[config.mk]
export PLATFORM = sky130hd
export DESIGN_NAME = dwsd_step
export DESIGN_NICKNAME = d
export VERILOG_FILES = /design/src/sv/dwsd_pkg.sv /design/src/sv/dwsd_step.sv
export SDC_FILE = /design/constraint.sdc
export NUM_CORES = 1
export LEC_CHECK = 0
export BUFFER_PORTS_ARGS = -buffer_cell sky130_fd_sc_hd__buf_2
export CORE_AREA = 2 2 203 205
export DETAILED_ROUTE_END_ITERATION = 8
export DIE_AREA = 0 0 205 207
export HOLD_SLACK_MARGIN = 0.05
export PLACE_DENSITY_LB_ADDON = 0.08
export SLEW_MARGIN = 25
export SYNTH_ARGS = -nofsm -noshare
export SYNTH_HDL_FRONTEND = slang
export SYNTH_SLANG_ARGS = --single-unit
[constraint.sdc]
create_clock -name clk -period 0.8 [get_ports clk]
set_clock_uncertainty 0.1 [all_clocks]
set_input_delay 0.16 -clock clk [delete_from_list [all_inputs] [get_ports clk]]
set_output_delay 0.16 -clock clk [all_outputs]
set_load 0.005 [all_outputs]
[src/sv/dwsd_pkg.sv]
// Shared types and constants for the double-word signed divider.
// No dependencies; every other file imports this package.
`default_nettype none

package dwsd_pkg;

    localparam int MAX_WORD_BITS = 64;
    // One restoring step per bit of the 128-bit dividend register
    localparam int DIV_STEPS     = 128;

    // Sign modes
    localparam logic [1:0] MODE_UNSIGNED = 2'd0;
    localparam logic [1:0] MODE_ONES     = 2'd1;
    localparam logic [1:0] MODE_TWOS     = 2'd2;
    localparam logic [1:0] MODE_SIGNMAG  = 2'd3;

    // Status codes
    localparam logic [1:0] ST_OK       = 2'd0;
    localparam logic [1:0] ST_DIV_ZERO = 2'd1;
    localparam logic [1:0] ST_OVERFLOW = 2'd2;

    // Register indexes
    localparam logic REG_WORD_SIZE = 1'b0;
    localparam logic REG_SIGN_MODE = 1'b1;

    localparam logic [6:0] WORD_SIZE_RESET = 7'd64;
    localparam logic [1:0] SIGN_MODE_RESET = MODE_TWOS;

    typedef struct packed {
        logic        action;
        logic [63:0] divisor;
        logic [63:0] dividend_high;
        logic [63:0] dividend_low;
    } in_item_t;

    typedef struct packed {
        logic [63:0] result_word;
        logic [1:0]  status;
        logic        carry;
    } out_item_t;

    // Item state while it walks through the divide stages
    typedef struct packed {
        logic         action;
        logic         dneg;
        logic         vneg;
        logic [63:0]  dmag;
        logic [63:0]  rem;
        logic [127:0] rq;     // dividend bits shift out at the top, quotient bits in at the bottom
    } div_stage_t;

    function automatic logic [63:0] word_mask(input logic [5:0] nm1);
        word_mask = ~((~64'd0 << nm1) << 1);
    endfunction

endpackage

`default_nettype wire

[src/sv/dwsd_step.sv]
// One restoring-division step with its stage register.
// Uses dwsd_pkg.
`default_nettype none

module dwsd_step
    import dwsd_pkg::*;
(
    input  wire logic clk,
    input  wire logic rst_n,
    input  wire logic adv,
    input  wire logic in_vld,
    input  wire div_stage_t in_stage,
    output logic       out_vld,
    output div_stage_t out_stage
);

    logic       vld_reg;
    div_stage_t stage_reg;
    div_stage_t stage_next;
    logic [64:0] trial;
    logic [64:0] diff;

    always_comb
    begin
        trial      = {in_stage.rem, in_stage.rq[127]};
        diff       = trial - {1'b0, in_stage.dmag};
        stage_next = in_stage;
        if (!diff[64])
        begin
            stage_next.rem = diff[63:0];
            stage_next.rq  = {in_stage.rq[126:0], 1'b1};
        end
        else
        begin
            stage_next.rem = trial[63:0];
            stage_next.rq  = {in_stage.rq[126:0], 1'b0};
        end
    end

    always_ff @(posedge clk or negedge rst_n)
    begin
        if (!rst_n)
            vld_reg <= 1'b0;
        else if (adv)
            vld_reg <= in_vld;
    end

    always_ff @(posedge clk)
    begin
        if (adv)
            stage_reg <= stage_next;
    end

    assign out_vld   = vld_reg;
    assign out_stage = stage_reg;

endmodule

`default_nettype wire

=== After elaboration in Yosys (flattened, before gate mapping) ===
Cells that the tools add are included.

* Register bits after elaboration: 260
* Latch bits: 0
* Memory bits (writable): 0
* Memory bits (read-only): 0
* Bits of input ports: 263
* Output and inout port bits: 260
* Word-level logic and storage cells: 9
* Memories: 0

* Add/sub/neg operators: 1
* Multiply operators: 0
* Div/mod/pow operators: 0
* $lt $le $gt $ge: 0
* Equality and inequality tests: 0
* Shifts and indexed selects: 0
* Muxes and demuxes: 1
* Bitwise operators: 0
* Reductions and logical operators: 0

{| class="wikitable"
|+ Operator list
! cell !! count
|-
| 2-to-1 mux 192 bit || 1
|-
| subtractor 65 x 64 -> 65 bit || 1
|}

=== Depth between registers and ports, before layout ===
* Word-level depth: 2
* Mapped depth: 17
* Depth with buffers taken out: 13

=== Least setup slack after synthesis ===
No wires, ideal clock.

* Path type: in2reg
* From: input port in_stage[199] (netlist name)
* To: register stage_reg, in the netlist out_stage[185] (data pin)
* Setup time: 260 ps
* Arrival: 2902 ps
* Path slack: -2463 ps
* Stages on the path: 17
* Buffers on the path: 5
* Cells stage by stage: inv_1 > ha_1 > buf_2 > a21oi_2 > nor2_1 > o41ai_4 > o22ai_2 > o21ai_2 > a211oi_2 > or3_1 > buf_6 > and3_1 > buf_6 > inv_4 > buf_6 > buf_8 > mux2_4

{| class="wikitable"
|+ RTL lines
! element !! RTL line !! text
|-
| start, declared || dwsd_step.sv:12 || <nowiki>input wire div_stage_t in_stage,</nowiki>
|-
| end signal, assigned || dwsd_step.sv:51 || <nowiki>stage_reg <= stage_next;</nowiki>
|-
| end, declared || dwsd_step.sv:18 || <nowiki>div_stage_t stage_reg;</nowiki>
|}

==> flow_summary.yaml <==
worst_setup_path:
  cp_slowest_cell: "or4b_4"
  worstPathCellList: "buf_4, ha_4, a21o_1, or4b_4, or4b_4, and4_4, o21a_2, o311ai_4, nand3_1, a31o_2"
  end_kind: "flop"
  crit_type: "primary input to flop"
  start_kind: "primary input"
  cp_common_cell: "or4b_4"
  worstReg2RegEnd: "out_vld"
  r2r_cells: 2
  r2r_start: "out_vld"
  required_ns: 1.02
  path_buf_inv: 1
  ff2ff_setup_slack_ns: -0.18
  worstPathArrival_ns: 2.91
  path_max_fanout: 5
  critPathTopFamily: "simple AND/OR/NAND/NOR gates"
  slowest_delay_ns: 0.54
  cp_num_cells: 10
clock_tree:
  clock_sinks: 260
  clock_latency_ns: 0.56
  cts_buffers: 30
  clk_pin_slew_ns: 0.06
  cts_tree: "built"
  h-tree-depth: 1
  cts.path.max_buffers: 3
  postCtsHoldBufs: 200
  root_buffer: "clkbuf_16"
synthesis:
  synthFlopType: "edfxtp_1"
  async_flop_share_pct: 0.3846
  ys_warn_count: 0
  synthCells: 1024
  yosysTopAreaCell: "edfxtp_1"
  syn_nets: 1352
  seq_area_frac_synth_pct: 60.01
  yosysUniqueCellTypes: 76
  syn_area_per_cell_um2: 12.70
  ys_seq_elements: 260
  synth-edff-count: 259
  yosys-top-cells-area: "edfxtp_1, ha_1, mux2_2, a21oi_1, inv_1"
  netlist_area_um2: 13000
  synth_top_area_share_pct: 59.82
timing:
  fin_crit_sh_pct: 336.7
  hold_slack_ns: -0.3115
  fmax_mhz: 371.2
  timing.final.ws_setup_ns: -1.894
  setup-tns-final_ns: -253.12
  final_max_slew_viol_count: 0
  rsz0062_at_grt: "true"
  fin_crit_ns: 2.694
  slew_headroom_pct: 51.97
  max_slew.worst_pin.slew_ns: 0.7138
  hold_viol: 71
  setup_viol: 326
global_routing:
  grt_max_degree: 51
  grt_usage_pct: 22.64
  antenna_found_initial: 6
  grt_pass1_wl_mm: 73.53
  grt_overflow: 0
  grt_pass1_vias: 12600
detailed_routing:
  wl_per_cell_um: 19.14
  ant_nets: 0
  drt_iter0_markers: 538
  wirelength_mm: 50.35
  routed_via_density: 4.622
  drc: 0
  vias: 12160
  dr.pass1.iters: 5
min_path:
  holdCritStartpoint: "in_stage[192]"
  holdPathEnd: "out_stage[192]"
  hold_depth: 1
  hold_class: "primary input to flop"
die:
  die-area_um2: 42440
  num_io_pins: 523
  start_util_pct: 32.21
  die_w_um: 205
  core_region_area_um2: 40370
  die_h_um: 207
  num_rows: 74
pwr:
  power.density_nw_per_um2: 1890
  ir_drop_mv: 1.603
  leakage_nw: 10.35
finish:
  layout.nets: 2399
  utilization_pct: 56.45
  fill_cells: 3607
  multiInputGateArea_um2: 5524
  areaGrowthSynthToFinish_pct: 75.25
  regArea_um2: 7802
  layout-drive-gt1-share_pct: 50.81
flow_run:
  timing.max_cap.violations: 0
outcome:
  status: "finished, violations left"
  violations: "negative hold slack, negative setup slack"
place:
  dp_slack_ns: -2.688
  io_buffers: 522
  place_hpwl_mm: 38.70
  gp_congestion: 0.8669
==> what timing repair did <==
action / CTS / global route
buffers inserted: 18 / 7
setup endpoints to repair: 326 / 326
hold endpoints to repair: 306 / 105
pin swaps: 38 / 36
resized for setup: 109 / 87
==> area by class of cell <==
class | count | area share [%]
well taps | 532 | 2.921
diodes | 4 | 0.04393
inverters | 88 | 1.581
flip-flops and latches | 260 | 34.24
repair buffers | 1050 | 32.59
clock inverters | 23 | 0.9554
clock buffers | 32 | 3.421
multi-input cells | 641 | 24.24
==> per-layer routing <==
metal | vias up | GRT usage, % | wire [um]
li1 | 5924 | - | -
met2 | 353 | 38.66 | 24340
met3 | 85 | 5.601 | 3321
met1 | 5790 | 27.58 | 20930
met4 | 4 | 8.162 | 1726
met5 | - | 0 | 27
==> how the worst max path moves through the flow <==
stage,endpoint,start
3_5_place_dp,out_stage[144],in_stage[217]
5_1_grt,out_stage[138],in_stage[153]
3_3_place_gp,out_stage[183],in_stage[212]
2_1_floorplan,out_stage[185],in_stage[201]
6_report,out_stage[191],in_stage[153]
4_1_cts,out_stage[138],in_stage[127]
==> cells in the mapped netlist (3+ instances only) <==
| library cell | count |
|---|---|
| o21ai_0 | 41 |
| buf_6 | 3 |
| nand4_1 | 20 |
| inv_1 | 87 |
| a21o_1 | 32 |
| xor2_1 | 22 |
| a31oi_1 | 10 |
| a211o_1 | 4 |
| nor4_1 | 4 |
| ha_1 | 64 |
| buf_2 | 6 |
| edfxtp_1 | 259 |
| nand2b_1 | 8 |
| nand3_1 | 11 |
| a21oi_1 | 78 |
| o21a_1 | 9 |
| and4_1 | 5 |
| or3_1 | 4 |
| nor3_1 | 14 |
| nor2b_1 | 13 |
| o31ai_1 | 6 |
| o21bai_1 | 13 |
| and2_1 | 3 |
| xnor2_1 | 32 |
| a31o_2 | 5 |
| mux2i_1 | 9 |
| and3_1 | 10 |
| nor2_1 | 46 |
| mux2_2 | 50 |
| buf_4 | 4 |
| nand2_1 | 67 |
| or2_2 | 4 |
| a211oi_1 | 6 |
| a21boi_0 | 3 |
| clkbuf_1 | 19 |
| o211ai_1 | 5 |
==> sequential cells by signal, summed over array words and instances, names as in the netlist <==
register and cells:
out_vld 1, out_stage 259
==> through the flow <==
stage / instance area (um^2) / cells / hold WS, ns / total power, W
after floorplan: 13170 / 1024 / -0.2356 / 0.02162
after global placement: 18660 / 2346 / -0.1638 / 0.02711
after detailed placement: 18660 / 2346 / -0.1622 / 0.02716
after CTS: 22330 / 2619 / -0.3582 / 0.04313
after global routing: 22780 / 2627 / -0.3510 / 0.04506
final: 22790 / 2630 / -0.3115 / 0.04306
==> kinds of logic (layout without fill, tap and decap cells) <==
kind of cell,after synthesis,count (layout),share of synthesized area (%)
xor gates and xnor gates,54,54,3.637
AOI/OAI and AO/OA,240,240,12.08
buffers and inverters,123,1193,4.022
muxes,60,60,5.139
DFF,260,260,60.01
and+or+nand+nor,222,222,8.805
adders and majority gates,65,65,6.313
other,0,4,0
==> power breakdown <==
part	internal (W)	switching [W]	total [W]
Clock	0.00829	0.00569	0.0140
Sequential	0.0167	0.000366	0.0171
Combinational	0.00658	0.00542	0.0120
Total	0.0316	0.0115	0.0431
==> cell usage in the layout (no fill, tap or decap), types with 28 or more instances in the layout <==
cell           netlist  routed
nand2_1             67      65
edfxtp_1           259     259
nor2_1              46      44
a21oi_1             78      62
xnor2_1             32      32
o21ai_0             41      35
buf_6                3      28
ha_1                64      42
dlygate4sd3_1        0     200
a21o_1              32      32
inv_1               87      75
mux2_4               1      40
buf_4                4     308
clkbuf_16            0      31
buf_2                6     498
Note: power is estimated with default switching activity, not from simulation.
